<file path="src/design/ucca_pkg.sv">
`default_nettype none

package ucca_pkg;

   // Request selector codes carried in req_tuser.
   localparam logic [1:0] REQ_START = 2'd0;
   localparam logic [1:0] REQ_TICK  = 2'd1;
   localparam logic [1:0] REQ_CCA   = 2'd2;

   // Event codes carried in rsp_tuser.
   localparam logic [1:0] EV_NONE    = 2'd0;
   localparam logic [1:0] EV_CCA_REQ = 2'd1;
   localparam logic [1:0] EV_IDLE    = 2'd2;
   localparam logic [1:0] EV_FAIL    = 2'd3;

   // Configuration register indexes.
   localparam logic [2:0] CSR_MIN_EXPONENT = 3'd0;
   localparam logic [2:0] CSR_MAX_EXPONENT = 3'd1;
   localparam logic [2:0] CSR_MAX_BACKOFFS = 3'd2;
   localparam logic [2:0] CSR_UNIT_TICKS   = 3'd3;
   localparam logic [2:0] CSR_MAX_ROUNDS   = 3'd4;

   // Configuration reset values.
   localparam logic [3:0]  RST_MIN_EXPONENT = 4'd1;
   localparam logic [3:0]  RST_MAX_EXPONENT = 4'd3;
   localparam logic [3:0]  RST_MAX_BACKOFFS = 4'd10;
   localparam logic [15:0] RST_UNIT_TICKS   = 16'd1;
   localparam logic [3:0]  RST_MAX_ROUNDS   = 4'd3;

   // Default hard ceiling on the backoff exponent.
   localparam int MAX_EXPONENT_DEFAULT = 8;

   typedef struct packed {
      logic [3:0]  min_exponent;
      logic [3:0]  max_exponent;
      logic [3:0]  max_backoffs;
      logic [15:0] unit_ticks;
      logic [3:0]  max_rounds;
   } cfg_type;

   typedef struct packed {
      logic [1:0] req_type;
      logic       cca_clear;
      logic [7:0] random_bits;
   } req_item_type;

   typedef struct packed {
      logic [1:0] event_code;
      logic [3:0] busy_count;
      logic [3:0] exponent_now;
      logic       in_access;
   } rsp_item_type;

endpackage

`default_nettype wire

</file>
<file path="src/design/ucca_engine.sv">
`default_nettype none

module ucca_engine
   import ucca_pkg::*;
#(
   parameter int MAX_EXPONENT = MAX_EXPONENT_DEFAULT
) (
   input  wire logic         clock,
   input  wire logic         reset,
   input  wire cfg_type      cfg,
   input  wire logic         step,
   input  wire req_item_type item,
   output rsp_item_type      result
);

   logic        active_ff, active_in;
   logic        awaiting_ff, awaiting_in;
   logic [3:0]  count_ff, count_in;
   logic [3:0]  exponent_ff, exponent_in;
   logic [23:0] countdown_ff, countdown_in;
   logic [3:0]  round_ff, round_in;

   logic [1:0]  event_code;
   logic        do_load;
   logic [3:0]  load_exp;
   logic [7:0]  mask;
   logic [7:0]  periods;
   logic [23:0] product;
   logic        load_zero;
   logic [4:0]  exp_up;
   logic [4:0]  exp_capped;
   logic [3:0]  exp_next;
   logic [4:0]  busy_next;

   function automatic logic [3:0] clamp_exp(input logic [4:0] e);
      logic [3:0] r;
      if (32'(e) > 32'(MAX_EXPONENT)) begin
         r = 4'(MAX_EXPONENT);
      end else begin
         r = e[3:0];
      end
      return r;
   endfunction

   always_comb begin
      active_in    = active_ff;
      awaiting_in  = awaiting_ff;
      count_in     = count_ff;
      exponent_in  = exponent_ff;
      countdown_in = countdown_ff;
      round_in     = round_ff;
      event_code   = EV_NONE;
      do_load      = 1'b0;
      load_exp     = exponent_ff;

      exp_up     = 5'(exponent_ff) + 5'd1;
      exp_capped = (exp_up > {1'b0, cfg.max_exponent}) ? {1'b0, cfg.max_exponent} : exp_up;
      exp_next   = clamp_exp(exp_capped);
      busy_next  = 5'(count_ff) + 5'd1;

      if (step) begin
         case (item.req_type)
            REQ_START: begin
               active_in   = 1'b1;
               round_in    = 4'd0;
               count_in    = 4'd0;
               load_exp    = clamp_exp({1'b0, cfg.min_exponent});
               exponent_in = load_exp;
               do_load     = 1'b1;
            end
            REQ_TICK: begin
               if (active_ff && !awaiting_ff && (countdown_ff != 24'd0)) begin
                  countdown_in = countdown_ff - 24'd1;
                  if (countdown_ff == 24'd1) begin
                     awaiting_in = 1'b1;
                     event_code  = EV_CCA_REQ;
                  end
               end
            end
            REQ_CCA: begin
               if (active_ff && awaiting_ff) begin
                  awaiting_in = 1'b0;
                  if (item.cca_clear) begin
                     active_in  = 1'b0;
                     round_in   = 4'd0;
                     event_code = EV_IDLE;
                  end else begin
                     exponent_in = exp_next;
                     count_in    = busy_next[4] ? 4'd15 : busy_next[3:0];
                     if (busy_next > {1'b0, cfg.max_backoffs}) begin
                        if (round_ff < cfg.max_rounds) begin
                           // The round has failed: start a fresh one.
                           round_in    = round_ff + 4'd1;
                           count_in    = 4'd0;
                           load_exp    = clamp_exp({1'b0, cfg.min_exponent});
                           exponent_in = load_exp;
                           do_load     = 1'b1;
                        end else begin
                           active_in    = 1'b0;
                           round_in     = 4'd0;
                           countdown_in = 24'd0;
                           event_code   = EV_FAIL;
                        end
                     end else begin
                        load_exp = exp_next;
                        do_load  = 1'b1;
                     end
                  end
               end
            end
            default: begin
            end
         endcase
      end

      // One shared backoff loader: draw masked to the exponent, times the unit.
      mask      = (load_exp >= 4'd8) ? 8'hFF : 8'((9'd1 << load_exp[2:0]) - 9'd1);
      periods   = item.random_bits & mask;
      product   = 24'(periods) * 24'(cfg.unit_ticks);
      load_zero = (periods == 8'd0) || (cfg.unit_ticks == 16'd0);

      if (do_load) begin
         countdown_in = product;
         awaiting_in  = load_zero;
         event_code   = load_zero ? EV_CCA_REQ : EV_NONE;
      end
   end

   always_ff @(posedge clock) begin
      if (reset) begin
         active_ff    <= 1'b0;
         awaiting_ff  <= 1'b0;
         count_ff     <= 4'd0;
         exponent_ff  <= 4'd0;
         countdown_ff <= 24'd0;
         round_ff     <= 4'd0;
      end else begin
         active_ff    <= active_in;
         awaiting_ff  <= awaiting_in;
         count_ff     <= count_in;
         exponent_ff  <= exponent_in;
         countdown_ff <= countdown_in;
         round_ff     <= round_in;
      end
   end

   assign result.event_code   = event_code;
   assign result.busy_count   = count_in;
   assign result.exponent_now = exponent_in;
   assign result.in_access    = active_in;

   a_await_needs_active: assert property (@(posedge clock) disable iff (reset)
      awaiting_ff |-> active_ff)
      else $error("waiting for a CCA result outside an access");

   a_exp_ceiling: assert property (@(posedge clock) disable iff (reset)
      32'(exponent_ff) <= 32'(MAX_EXPONENT))
      else $error("backoff exponent above its hard ceiling");

   a_tick_while_waiting: assert property (@(posedge clock) disable iff (reset)
      step && (item.req_type == REQ_TICK) && awaiting_ff |=> $stable(countdown_ff))
      else $error("countdown moved while waiting for a CCA result");

endmodule

`default_nettype wire

</file>
<file path="src/design/ucca_rsp_buf.sv">
`default_nettype none

module ucca_rsp_buf
   import ucca_pkg::*;
(
   input  wire logic         clock,
   input  wire logic         reset,
   input  wire logic         in_valid,
   output logic              in_ready,
   input  wire rsp_item_type in_data,
   output logic              out_valid,
   input  wire logic         out_ready,
   output rsp_item_type      out_data
);

   logic         out_valid_ff;
   logic         skid_valid_ff;
   rsp_item_type out_data_ff;
   rsp_item_type skid_data_ff;
   logic         push;
   logic         pop;

   assign in_ready  = !skid_valid_ff;
   assign push      = in_valid && !skid_valid_ff;
   assign pop       = out_valid_ff && out_ready;
   assign out_valid = out_valid_ff;
   assign out_data  = out_data_ff;

   always_ff @(posedge clock) begin
      if (reset) begin
         out_valid_ff  <= 1'b0;
         skid_valid_ff <= 1'b0;
      end else if (skid_valid_ff) begin
         if (pop) begin
            skid_valid_ff <= 1'b0;
         end
      end else if (push) begin
         if (!out_valid_ff || pop) begin
            out_valid_ff <= 1'b1;
         end else begin
            skid_valid_ff <= 1'b1;
         end
      end else if (pop) begin
         out_valid_ff <= 1'b0;
      end
   end

   always_ff @(posedge clock) begin
      if (skid_valid_ff) begin
         if (pop) begin
            out_data_ff <= skid_data_ff;
         end
      end else if (push) begin
         if (!out_valid_ff || pop) begin
            out_data_ff <= in_data;
         end else begin
            skid_data_ff <= in_data;
         end
      end
   end

   a_skid_behind_out: assert property (@(posedge clock) disable iff (reset)
      skid_valid_ff |-> out_valid_ff)
      else $error("skid entry held with an empty output register");

   a_skid_drains: assert property (@(posedge clock) disable iff (reset)
      skid_valid_ff && out_ready |=> out_valid_ff && !skid_valid_ff)
      else $error("skid entry did not move to the output register");

   a_push_lands: assert property (@(posedge clock) disable iff (reset)
      push && !out_valid_ff |=> out_valid_ff && !skid_valid_ff)
      else $error("transfer into an empty buffer did not reach the output");

endmodule

`default_nettype wire

</file>
<file path="src/design/unslotted_csma_ca_backoff_top.sv">
`default_nettype none

// Unslotted CSMA/CA backoff engine. A start request opens a channel access,
// tick requests count down a random backoff of (random_bits masked to the
// exponent) times unit_ticks, and when the countdown runs out the block asks
// for a clear channel assessment (event 1). A CCA result that reports a clear
// channel ends the access with event 2; a busy one raises the exponent and
// draws a new backoff, and once too many busy results pile up the round is
// restarted, up to max_rounds times, before access failure (event 3) is
// reported. Every accepted request yields exactly one response, in order,
// carrying the event code and the busy count, exponent and activity flag as
// they stand after that request. The block takes one request per clock cycle
// while req_tready is high, and each response is registered at the edge of
// its request transfer, so with an empty buffer rsp_tvalid rises in the
// following cycle; the state update for a request is a single pass through an
// 8 by 16 bit multiply and a handful of small compares. A two-entry output
// buffer lets requests keep flowing while one response waits, and req_tready
// falls only when both entries are full. Configuration writes are always
// accepted and should be made while the block is idle.

module unslotted_csma_ca_backoff_top
   import ucca_pkg::*;
#(
   parameter int MAX_EXPONENT = MAX_EXPONENT_DEFAULT
) (
   input  wire logic        clock,
   input  wire logic        reset,

   // Request stream.
   input  wire logic        req_tvalid,
   output logic             req_tready,
   input  wire logic [15:0] req_tdata,   // [0] cca_clear, [8:1] random_bits, rest zero
   input  wire logic [1:0]  req_tuser,   // [1:0] req_type

   // Response stream.
   output logic             rsp_tvalid,
   input  wire logic        rsp_tready,
   output logic [15:0]      rsp_tdata,   // [3:0] busy_count, [7:4] exponent_now,
                                         // [8] in_access, rest zero
   output logic [1:0]       rsp_tuser,   // [1:0] event_code

   // Configuration write channel.
   input  wire logic        csr_valid,
   output logic             csr_ready,
   input  wire logic [2:0]  csr_index,
   input  wire logic [15:0] csr_data
);

   cfg_type      cfg_ff;
   req_item_type item;
   rsp_item_type step_result;
   rsp_item_type out_item;
   logic         step;
   logic         buf_ready;

   // Configuration registers. Writes to an index beyond the list are dropped.
   assign csr_ready = 1'b1;

   always_ff @(posedge clock) begin
      if (reset) begin
         cfg_ff.min_exponent <= RST_MIN_EXPONENT;
         cfg_ff.max_exponent <= RST_MAX_EXPONENT;
         cfg_ff.max_backoffs <= RST_MAX_BACKOFFS;
         cfg_ff.unit_ticks   <= RST_UNIT_TICKS;
         cfg_ff.max_rounds   <= RST_MAX_ROUNDS;
      end else if (csr_valid && csr_ready) begin
         case (csr_index)
            CSR_MIN_EXPONENT: cfg_ff.min_exponent <= csr_data[3:0];
            CSR_MAX_EXPONENT: cfg_ff.max_exponent <= csr_data[3:0];
            CSR_MAX_BACKOFFS: cfg_ff.max_backoffs <= csr_data[3:0];
            CSR_UNIT_TICKS:   cfg_ff.unit_ticks   <= csr_data;
            CSR_MAX_ROUNDS:   cfg_ff.max_rounds   <= csr_data[3:0];
            default: begin
            end
         endcase
      end
   end

   // Unpack the request fields.
   assign item.req_type    = req_tuser;
   assign item.cca_clear   = req_tdata[0];
   assign item.random_bits = req_tdata[8:1];

   // A request transfer steps the engine once.
   assign req_tready = buf_ready;
   assign step       = req_tvalid && buf_ready;

   ucca_engine #(
      .MAX_EXPONENT(MAX_EXPONENT)
   ) u_engine (
      .clock  (clock),
      .reset  (reset),
      .cfg    (cfg_ff),
      .step   (step),
      .item   (item),
      .result (step_result)
   );

   // The response buffer holds the result of each step until it is taken.
   ucca_rsp_buf u_rsp_buf (
      .clock     (clock),
      .reset     (reset),
      .in_valid  (step),
      .in_ready  (buf_ready),
      .in_data   (step_result),
      .out_valid (rsp_tvalid),
      .out_ready (rsp_tready),
      .out_data  (out_item)
   );

   assign rsp_tuser = out_item.event_code;
   assign rsp_tdata = {7'd0, out_item.in_access, out_item.exponent_now, out_item.busy_count};

endmodule

`default_nettype wire

</file>
<file path="config.mk">
export PLATFORM = sky130hd
export DESIGN_NAME = unslotted_csma_ca_backoff_top
export DESIGN_NICKNAME = d
export VERILOG_FILES = /design/src/design/ucca_pkg.sv /design/src/design/ucca_engine.sv /design/src/design/ucca_rsp_buf.sv /design/src/design/unslotted_csma_ca_backoff_top.sv
export SDC_FILE = /design/constraint.sdc
export NUM_CORES = 1
export LEC_CHECK = 0
export BUFFER_PORTS_ARGS = -buffer_cell sky130_fd_sc_hd__buf_2
export CELL_PAD_IN_SITES_DETAIL_PLACEMENT = 1
export CELL_PAD_IN_SITES_GLOBAL_PLACEMENT = 1
export CORE_UTILIZATION = 35
export CTS_CLUSTER_SIZE = 24
export DETAILED_ROUTE_END_ITERATION = 12
export PLACE_DENSITY = 0.63
export SYNTH_ARGS = -nofsm -noshare
export SYNTH_HDL_FRONTEND = slang
export SYNTH_SLANG_ARGS = --single-unit
</file>
<file path="constraint.sdc">
create_clock -name clock -period 7.7 [get_ports clock]
set_input_delay 1.155 -clock clock [delete_from_list [all_inputs] [get_ports clock]]
set_output_delay 1.155 -clock clock [all_outputs]
set_load 0.01 [all_outputs]
</file>
==> results_dict.tcl, run 1 <==
set metrics [dict create \
    port_buffers 47 \
    cp_slowest_cell "fa_1" \
    share_comb_of_total_power_pct 26.5 \
    clk_pin_slew_ns 0.09 \
    multiInputGateArea_mm2 0.00742 \
    final-hold-violation-count 0 \
    relSlewSlack_pct 29.2 \
    p_leak_nw 5.50 \
    power.density_mw_per_mm2 116 \
    die_area_mm2 0.0280 \
    period_needed_ns 7.57 \
    hold_class "register to register" \
    cts_tree "yes" \
    die_y_um 167 \
    place_congestion 0.899 \
    syn-mean-instance-area_um2 8.18 \
    wl_per_cell_um 18.6 \
    synth-edff-count 22 \
    final_nets 1513 \
    status "completed" \
    cp-end-kind "register" \
    p_seq_share_pct 38.9 \
    startpoint_type "register" \
    cap_violations 0 \
    critPathArrivalTime_ns 7.87 \
    worst_clock_skew_ns 0.0216 \
    viasPerCell 5.31 \
    hpwl_mm 23.0 \
    switchingPower_mw 0.504 \
    peakVddDrop_v 0.0000984 \
    n_fill_cell 3174 \
    syn_area_mm2 0.00955 \
    dieWidth_um 167 \
    swShare_pct 35.4 \
    pin_count 63 \
    required_ns 8.00 \
    clock-root-buffer "clkbuf_16" \
    clock_sinks 94 \
    antenna_left 0 \
    ys.flop_type "dfxtp_1" \
    tightest_slew_ns 1.06 \
    drc_errors 0 \
    max_stage_delay_ns 0.55 \
    synthToLayoutAreaGrowth_pct 28.6 \
    htree_num_levels 3 \
    cts_made_buffers 9 \
    ys_warn_count 0 \
    worst_slack_ns 0.126 \
    synth-async-reset-ratio_pct 0 \
    worstHoldPathCells 2 \
    crit_type "register to register" \
    synth_seq_cells 94 \
    ff2ff_path_depth 34 \
    setup_tns_ns 0 \
    synthDistinctLibCells 78 \
    core_area_mm2 0.0269 \
    insertedDiodeCount 0 \
    post-place-ws_ns -0.625 \
    worst-path-max-fanout 6 \
    start_util_pct 35.5 \
    grt_pass1_vias 9009 \
    clock_latency_ns 0.38 \
    grt-ovfl-total 0 \
    groute.usage.overall_pct 22.4 \
    grt_pass1_wl_mm 49.5 \
    seqCellArea_mm2 0.00212 \
    synth_seq_area_share_pct 22.0 \
    setup_viol 0 \
    drive_gt1_share_pct 27.4 \
    rows 60 \
    drt_iter0_markers 439 \
    cpMostUsedCell "fa_1" \
    period_share_pct 98.4 \
    p_clk_share_pct 34.5 \
    netlist_instances 1167 \
    grt_start_max_net_pins 57 \
    rsz0062_at_grt "true" \
    num_vias 8851 \
    timing.fmax_mhz 132 \
    internal_power_mw 0.922 \
    antenna_found_initial 0 \
    drtPass1Iterations 4 \
    drt_wl_total_mm 31.1 \
    cts_buffer_depth 2 \
    maxSlewViolCount 0 \
]
-- cell families after synthesis --
| group | after synthesis | synth area share [%] |
|---|---|---|
| buffers and inverters | 212 | 8.78 |
| AOI/OAI and AO/OA | 228 | 15.7 |
| xor gates and xnor gates | 26 | 2.38 |
| other | 2 | 0.0786 |
| and+or+nand+nor | 433 | 22.4 |
| muxes | 23 | 2.49 |
| adders and majority gates | 149 | 26.1 |
| DFF | 94 | 22.0 |
-- synth_stat cells (all sizes together) (4+ instances only) --
| library cell | count | share of area, % |
|---|---|---|
| nor2 | 73 | 2.9 |
| nand2 | 141 | 5.5 |
| o31ai | 6 | 0.47 |
| clkbuf | 33 | 1.3 |
| a22oi | 7 | 0.55 |
| nor4 | 11 | 0.72 |
| nand4 | 6 | 0.39 |
| o21a | 9 | 0.71 |
| nor2b | 11 | 0.72 |
| o22ai | 5 | 0.33 |
| edfxtp | 22 | 6.9 |
| nor3 | 30 | 1.6 |
| ha | 65 | 8.5 |
| a21oi | 62 | 3.2 |
| nor3b | 4 | 0.31 |
| o211ai | 6 | 0.47 |
| inv | 149 | 5.9 |
| fa | 84 | 18 |
| a21boi | 6 | 0.47 |
| buf | 30 | 1.6 |
| xor2 | 12 | 1.1 |
| o21ai | 57 | 3.0 |
| a21o | 8 | 0.63 |
| a211oi | 8 | 0.68 |
| mux2i | 17 | 1.8 |
| mux2 | 6 | 0.71 |
| a221oi | 10 | 0.92 |
| or4 | 4 | 0.31 |
| or3 | 6 | 0.39 |
| xnor2 | 14 | 1.3 |
| and2 | 60 | 3.9 |
| and3 | 41 | 2.7 |
| nand3 | 23 | 1.2 |
| dfxtp | 72 | 15 |
| nand2b | 12 | 0.79 |
| a31oi | 9 | 0.59 |
-- final timing paths --
path	slack, ns	to	from
min	0.48	cfg_ff[0]	cfg_ff[0]
max	0.13	u_engine.countdown_ff[22]	u_engine.exponent_ff[1]
max reg2reg	0.13	u_engine.countdown_ff[22]	u_engine.exponent_ff[1]
min reg2reg	0.48	cfg_ff[0]	cfg_ff[0]
-- sequential cells by signal, summed over array words and instances (netlist names) --
signal	count
u_rsp_buf.skid_valid_ff	1
u_engine.countdown_ff	24
u_rsp_buf.out_valid	1
u_engine.count_ff	4
u_engine.active_ff	1
u_engine.round_ff	4
u_engine.exponent_ff	4
cfg_ff	32
u_engine.awaiting_ff	1
u_rsp_buf.skid_data_ff	11
u_rsp_buf.out_data	11
-- worst max-delay path: cells and delay by family (launching register included) --
kind	cells	cell delay [ns]
xor+xnor	2	0.33
fa+ha+maj	7	2.46
mux	1	0.14
flops	1	0.40
simple gates	8	1.28
compound gates	9	2.20
buf+inv	7	0.64
-- stage by stage --
| step | instances | area (µm²) | utilization, % | total power [mW] | hold slack, ns |
|---|---|---|---|---|---|
| after floorplan | 1173 | 9580 | - | 0.781 | 0.433 |
| after global routing | 1668 | 12300 | 45.7 | 1.51 | 0.521 |
| after CTS | 1652 | 11500 | 42.7 | 1.41 | 0.492 |
| after detailed placement | 1630 | 11000 | 40.8 | 0.906 | 0.469 |
| after global placement | 1630 | 11000 | 40.8 | 0.899 | 0.461 |
| final | 1668 | 12300 | 45.7 | 1.43 | 0.483 |
-- layout make-up --
type                    instances  share of cell area (%)
repair buffers                200                    11.8
inverters                     149                    4.55
multi-input cells             868                    60.4
clock buffers                   9                    1.83
well taps                     341                    3.47
flip-flops and latches         94                    17.3
clock inverters                 7                   0.662
-- placed cells by master, fill, tap and decap left out, types with 10 or more instances in the layout --
| master | netlist | final |
|---|---|---|
| nor3_1 | 30 | 25 |
| edfxtp_1 | 22 | 22 |
| buf_4 | 8 | 140 |
| nor4_1 | 11 | 11 |
| and2_1 | 60 | 55 |
| nor2_1 | 72 | 71 |
| xor2_1 | 12 | 10 |
| buf_2 | 4 | 48 |
| nand3_1 | 23 | 16 |
| inv_1 | 148 | 132 |
| mux2i_1 | 17 | 16 |
| ha_1 | 65 | 45 |
| dfxtp_1 | 72 | 66 |
| fa_1 | 84 | 78 |
| and3_1 | 41 | 35 |
| ha_4 | 0 | 18 |
| nand2b_1 | 12 | 12 |
| nand2_1 | 141 | 137 |
| o21ai_0 | 50 | 43 |
| a21oi_1 | 62 | 53 |
| inv_2 | 1 | 17 |
-- power groups by stage --
stage	registers (mW)	logic [mW]	clock network [mW]
3_5_place_dp	0.567	0.339	0
5_1_grt	0.559	0.422	0.525
4_1_cts	0.555	0.346	0.508
3_3_place_gp	0.566	0.333	0
6_report	0.555	0.378	0.492
2_1_floorplan	0.558	0.223	0
-- repair_timing --
item                                    CTS  global route
pin swaps                                30            94
resized for setup                        44           132
setup buffers                             5            15
cloned                                    1             1
hold buffers                              0             0
endpoints found under the setup margin   15            16
-- layer usage --
| metal | part of all wire, % | up-vias | wire length [µm] | GRT usage (%) |
|---|---|---|---|---|
| met4 | 1.2 | 0 | 363 | 4.31 |
| met5 | 0 | - | 0 | 0 |
| met3 | 3.0 | 23 | 937 | 3.29 |
| met2 | 45 | 132 | 14000 | 34.0 |
| li1 | - | 4236 | - | - |
| met1 | 51 | 4460 | 15800 | 33.6 |
No activity file was read; power rests on OpenSTA's default activity.
==> run 2: changes to the inputs <==
SETUP_SLACK_MARGIN = 0.2   (was default)
==> run 2 against run 1 <==
Against the previous run: clock power is 1% higher; first-iteration DRC count is 4.1% higher; sequential power about the same; total power fell by 0.12%; via count about the same; utilization hardly changed; highest routed layer unchanged.
==> results_dict.tcl, run 2 (synthesis gave the netlist of run 1 again) <==
set metrics [dict create \
    status "completed" \
    drive_gt1_share_pct 26.3 \
    cp_slowest_cell "fa_1" \
    required_ns 8.00 \
    die_y_um 167 \
    relSlewSlack_pct 34.1 \
    crit_type "register to register" \
    drt_wl_total_mm 31.6 \
    ff2ff_path_depth 35 \
    final-hold-violation-count 0 \
    period_needed_ns 7.52 \
    critPathArrivalTime_ns 7.82 \
    start_util_pct 35.5 \
    clock_latency_ns 0.38 \
    worst_slack_ns 0.181 \
    synthToLayoutAreaGrowth_pct 28.7 \
    fin_cells 1682 \
    tightest_slew_ns 0.985 \
    cts_tree "yes" \
    power.density_mw_per_mm2 116 \
    core_area_mm2 0.0269 \
    whs_ns 0.483 \
    power_mw 1.42 \
    port_buffers 47 \
    startpoint_type "register" \
    setup_tns_ns 0 \
    largest_register_ffs 32 \
    setup.worst_path.start "u_engine.count_ff[0]" \
    rsz0062_at_grt "true" \
    cts_made_buffers 9 \
    clock-root-buffer "clkbuf_16" \
    hpwl_mm 23.6 \
    worst-path-max-fanout 4 \
    max_stage_delay_ns 0.55 \
    dieWidth_um 167 \
    num_vias 8847 \
    stdcell_area_mm2 0.0123 \
    pin_count 63 \
    worstHoldPathCells 2 \
    p_leak_nw 5.55 \
    grt-ovfl-total 0 \
    final_cell_mix "164 x buf_4, 137 x nand2_1, 137 x inv_1" \
    cp-endpoint "u_engine.countdown_ff[18]" \
    timing.fmax_mhz 133 \
    groute.usage.overall_pct 23.1 \
    htree_num_levels 3 \
    cts_hold_buf 0 \
    die_area_mm2 0.0280 \
    period_share_pct 97.6 \
    drc_errors 0 \
    drtPass1Iterations 5 \
    cap_violations 0 \
    r2r-end "u_engine.countdown_ff[18]" \
    p_clk_share_pct 34.9 \
    post-place-cells 1636 \
    internal_power_mw 0.918 \
    post-place-ws_ns -0.529 \
    drt_iter0_markers 457 \
    viasPerCell 5.26 \
    worst_clock_skew_ns 0.0176 \
    setup_viol 0 \
    r2r_setup_slack_ns 0.18 \
    clk_pin_slew_ns 0.08 \
    antenna_left 0 \
    place_congestion 0.854 \
    antenna_found_initial 1 \
    clock_sinks 94 \
    n_fill_cell 3200 \
    p_seq_share_pct 39.0 \
    timing.rr.start "u_engine.count_ff[0]" \
    cp-end-kind "register" \
    reg_top3 "cfg_ff (32), u_engine.countdown_ff (24)" \
    cts_buffer_depth 2 \
    grt_start_max_net_pins 57 \
    final_util_pct 45.7 \
    hold_class "register to register" \
    grt_pass1_vias 9306 \
    peakVddDrop_v 0.0000852 \
    place_area_mm2 0.0111 \
    layout_commonest_cell "buf_4" \
    regMostFlops "cfg_ff" \
    cpMostUsedCell "ha_4" \
    switchingPower_mw 0.506 \
    swShare_pct 35.5 \
    final_nets 1526 \
    grt_pass1_wl_mm 50.8 \
    share_comb_of_total_power_pct 26.1 \
    wl_per_cell_um 18.8 \
    rows 60 \
    maxSlewViolCount 0 \
]
==> run 2: worst max-delay path, delay by kind of cell (launching register included) <==
family          cells  cell delay [ns]
buf+inv             5             0.53
mux                 1             0.14
simple gates        6             0.68
fa+ha+maj           8             2.63
flops               1             0.38
xor+xnor            2             0.30
compound gates     13             2.83
==> run 2: cell type report <==
class | instances | area (µm²) | area share, %
antenna | 1 | 2.50 | 0.0204
clock buffer | 9 | 225 | 1.83
clock inverter | 7 | 81.3 | 0.662
inverter | 149 | 559 | 4.55
multi-input combinational | 867 | 7370 | 59.9
sequential | 94 | 2120 | 17.3
tap | 341 | 427 | 3.47
timing repair buffer | 214 | 1510 | 12.3
==> run 2: how the worst min path moves through the flow <==
stage | startpoint | end | slack (ns)
after floorplan | cfg_ff[0] | cfg_ff[0] | 0.43
after global placement | cfg_ff[0] | cfg_ff[0] | 0.46
after detailed placement | u_engine.countdown_ff[7] | u_engine.countdown_ff[7] | 0.47
after CTS | u_engine.countdown_ff[13] | u_engine.countdown_ff[13] | 0.49
after global routing | u_engine.countdown_ff[13] | u_engine.countdown_ff[13] | 0.51
final | u_engine.countdown_ff[13] | u_engine.countdown_ff[13] | 0.48
==> run 2: repair_timing <==
item	4_1_cts	5_1_grt
resized for setup	80	57
setup endpoints to repair	15	15
setup buffers	19	10
pin swaps	66	67
==> run 2: power groups by stage <==
stage          clock [mW]  combinational [mW]  sequential [mW]
3_5_place_dp            0               0.339            0.567
6_report            0.497               0.372            0.555
2_1_floorplan           0               0.224            0.558
5_1_grt             0.528               0.413            0.559
3_3_place_gp            0               0.334            0.566
4_1_cts             0.505               0.357            0.555
==> run 2: routing by layer <==
layer	share of wire [%]	GRT usage, %	vias up
met5	0	0	-
met4	1.8	6.02	0
met3	3.1	2.81	24
met2	45	35.7	139
met1	50	33.8	4418
li1	-	-	4266
==> run 3: changes to the inputs <==
BUFFER_PORTS_ARGS = -buffer_cell sky130_fd_sc_hd__buf_4   (was -buffer_cell sky130_fd_sc_hd__buf_2)
==> run 3 against run 2 <==
Against the previous run: register-to-register slack better by 0.06 ns; cell count is 0.83% lower; maximum frequency grew 0.84%; highest routed layer unchanged.
==> results_dict.tcl, run 3 (synthesis gave the netlist of run 1 again) <==
set metrics [dict create \
    clock_sinks 94 \
    regMostFlops "cfg_ff" \
    cts_tree "yes" \
    start_util_pct 35.5 \
    insertedDiodeCount 0 \
    antenna_left 0 \
    setup_viol 0 \
    startpoint_type "register" \
    use_met1_pct 33.4 \
    power.density_mw_per_mm2 116 \
    period_share_pct 96.8 \
    cts_buffer_depth 2 \
    num_vias 8815 \
    cp_slowest_cell "fa_1" \
    critPathBufInv 4 \
    stdcell_area_mm2 0.0123 \
    drt_iter0_markers 484 \
    place_congestion 0.848 \
    fin_cells 1668 \
    grt_pass1_wl_mm 50.8 \
    critPathArrivalTime_ns 7.73 \
    met2_usage_pct 35.6 \
    max_stage_delay_ns 0.53 \
    period_needed_ns 7.46 \
    worst_clock_skew_ns 0.0247 \
    cts_made_buffers 9 \
    final_cell_mix "191 x buf_4, 138 x nand2_1, 134 x inv_1" \
    hpwl_mm 23.7 \
    required_ns 7.98 \
    post-place-cells 1631 \
    hold_class "register to register" \
    groute.usage.overall_pct 22.9 \
    place_area_mm2 0.0111 \
    clock_latency_ns 0.38 \
    rows 60 \
    drc_errors 0 \
    clock-root-buffer "clkbuf_16" \
    cts_hold_buf 0 \
    viasPerCell 5.28 \
    grt_start_max_net_pins 57 \
    final_util_pct 45.7 \
    reg_top3 "cfg_ff (32), u_engine.countdown_ff (24)" \
    grt_pass1_vias 9354 \
    top_usage_layer "met2" \
    die_y_um 167 \
    status "completed" \
    post-place-ws_ns -0.572 \
    synthToLayoutAreaGrowth_pct 28.7 \
    crit_type "register to register" \
    worst-path-max-fanout 4 \
    drive_gt1_share_pct 26.1 \
    relSlewSlack_pct 33.3 \
    pin_count 63 \
    wl_per_cell_um 18.4 \
    timing.fmax_mhz 134 \
    drt_wl_total_mm 30.7 \
    final_nets 1513 \
    die_area_mm2 0.0280 \
    critical_path.top_delay_family "adder cells" \
    rsz0062_at_grt "true" \
    port_buffers 47 \
    cap_violations 0 \
    core_area_mm2 0.0269 \
    clk_pin_slew_ns 0.09 \
    largest_register_ffs 32 \
    drtPass1Iterations 5 \
    grt-ovfl-total 0 \
    dieWidth_um 167 \
    layout_commonest_cell "buf_4" \
    maxSlewViolCount 0 \
    worst_slack_ns 0.244 \
    power_mw 1.43 \
    tightest_slew_ns 1.00 \
    cp-end-kind "register" \
    antenna_found_initial 0 \
    final-hold-violation-count 0 \
    p_leak_nw 5.49 \
    grtUsageMet3_pct 3.92 \
    htree_num_levels 3 \
    peakVddDrop_v 0.0000930 \
]
run 3: power by group:
part | leakage [nW] | internal [mW] | switching [mW]
clock network | 0.151 | 0.236 | 0.263
logic | 4.54 | 0.162 | 0.213
registers | 0.795 | 0.529 | 0.0272
total | 5.49 | 0.926 | 0.503
run 3: area by class of cell:
cell class | instances | area [µm²]
Timing Repair Buffer | 201 | 1560
Inverter | 149 | 559
Clock buffer | 9 | 225
Multi-Input combinational cell | 867 | 7330
Fill cell | 3151 | 14600
Sequential cell | 94 | 2120
Clock inverter | 7 | 81.3
Tap cell | 341 | 427
run 3: final timing paths:
check / to / depth (start not counted) / slack [ns] / from
worst max-delay path: u_engine.countdown_ff[23] / 31 / 0.24 / u_engine.exponent_ff[0]
worst min-delay path: u_engine.countdown_ff[13] / 2 / 0.48 / u_engine.countdown_ff[13]
worst max register to register: u_engine.countdown_ff[23] / 31 / 0.24 / u_engine.exponent_ff[0]
worst min register to register: u_engine.countdown_ff[13] / 2 / 0.48 / u_engine.countdown_ff[13]
run 3: per-layer routing:
layer,part of all wire (%),vias to the layer above
met5,0,-
met4,1.3,0
met3,4.0,27
met2,44,135
met1,50,4410
li1,-,4243
run 3: what timing repair did:
item                       CTS  global route
hold endpoints to repair     0             0
buffers inserted            11            10
setup endpoints to repair   15            15
pin swaps                   66            85
resized for setup           83            62
run 3: through the flow:
step	TNS (ns)	hold WS [ns]
2_1_floorplan	0	0.433
3_3_place_gp	-3.22	0.463
3_5_place_dp	-5.54	0.472
4_1_cts	0	0.484
5_1_grt	-0.0751	0.511
6_report	0	0.478
run 3: tightest hold or removal path: stages (launching register included):
cell and delay (ns):
dfxtp_1 0.31, o21ai_0 0.06, a21oi_1 0.06
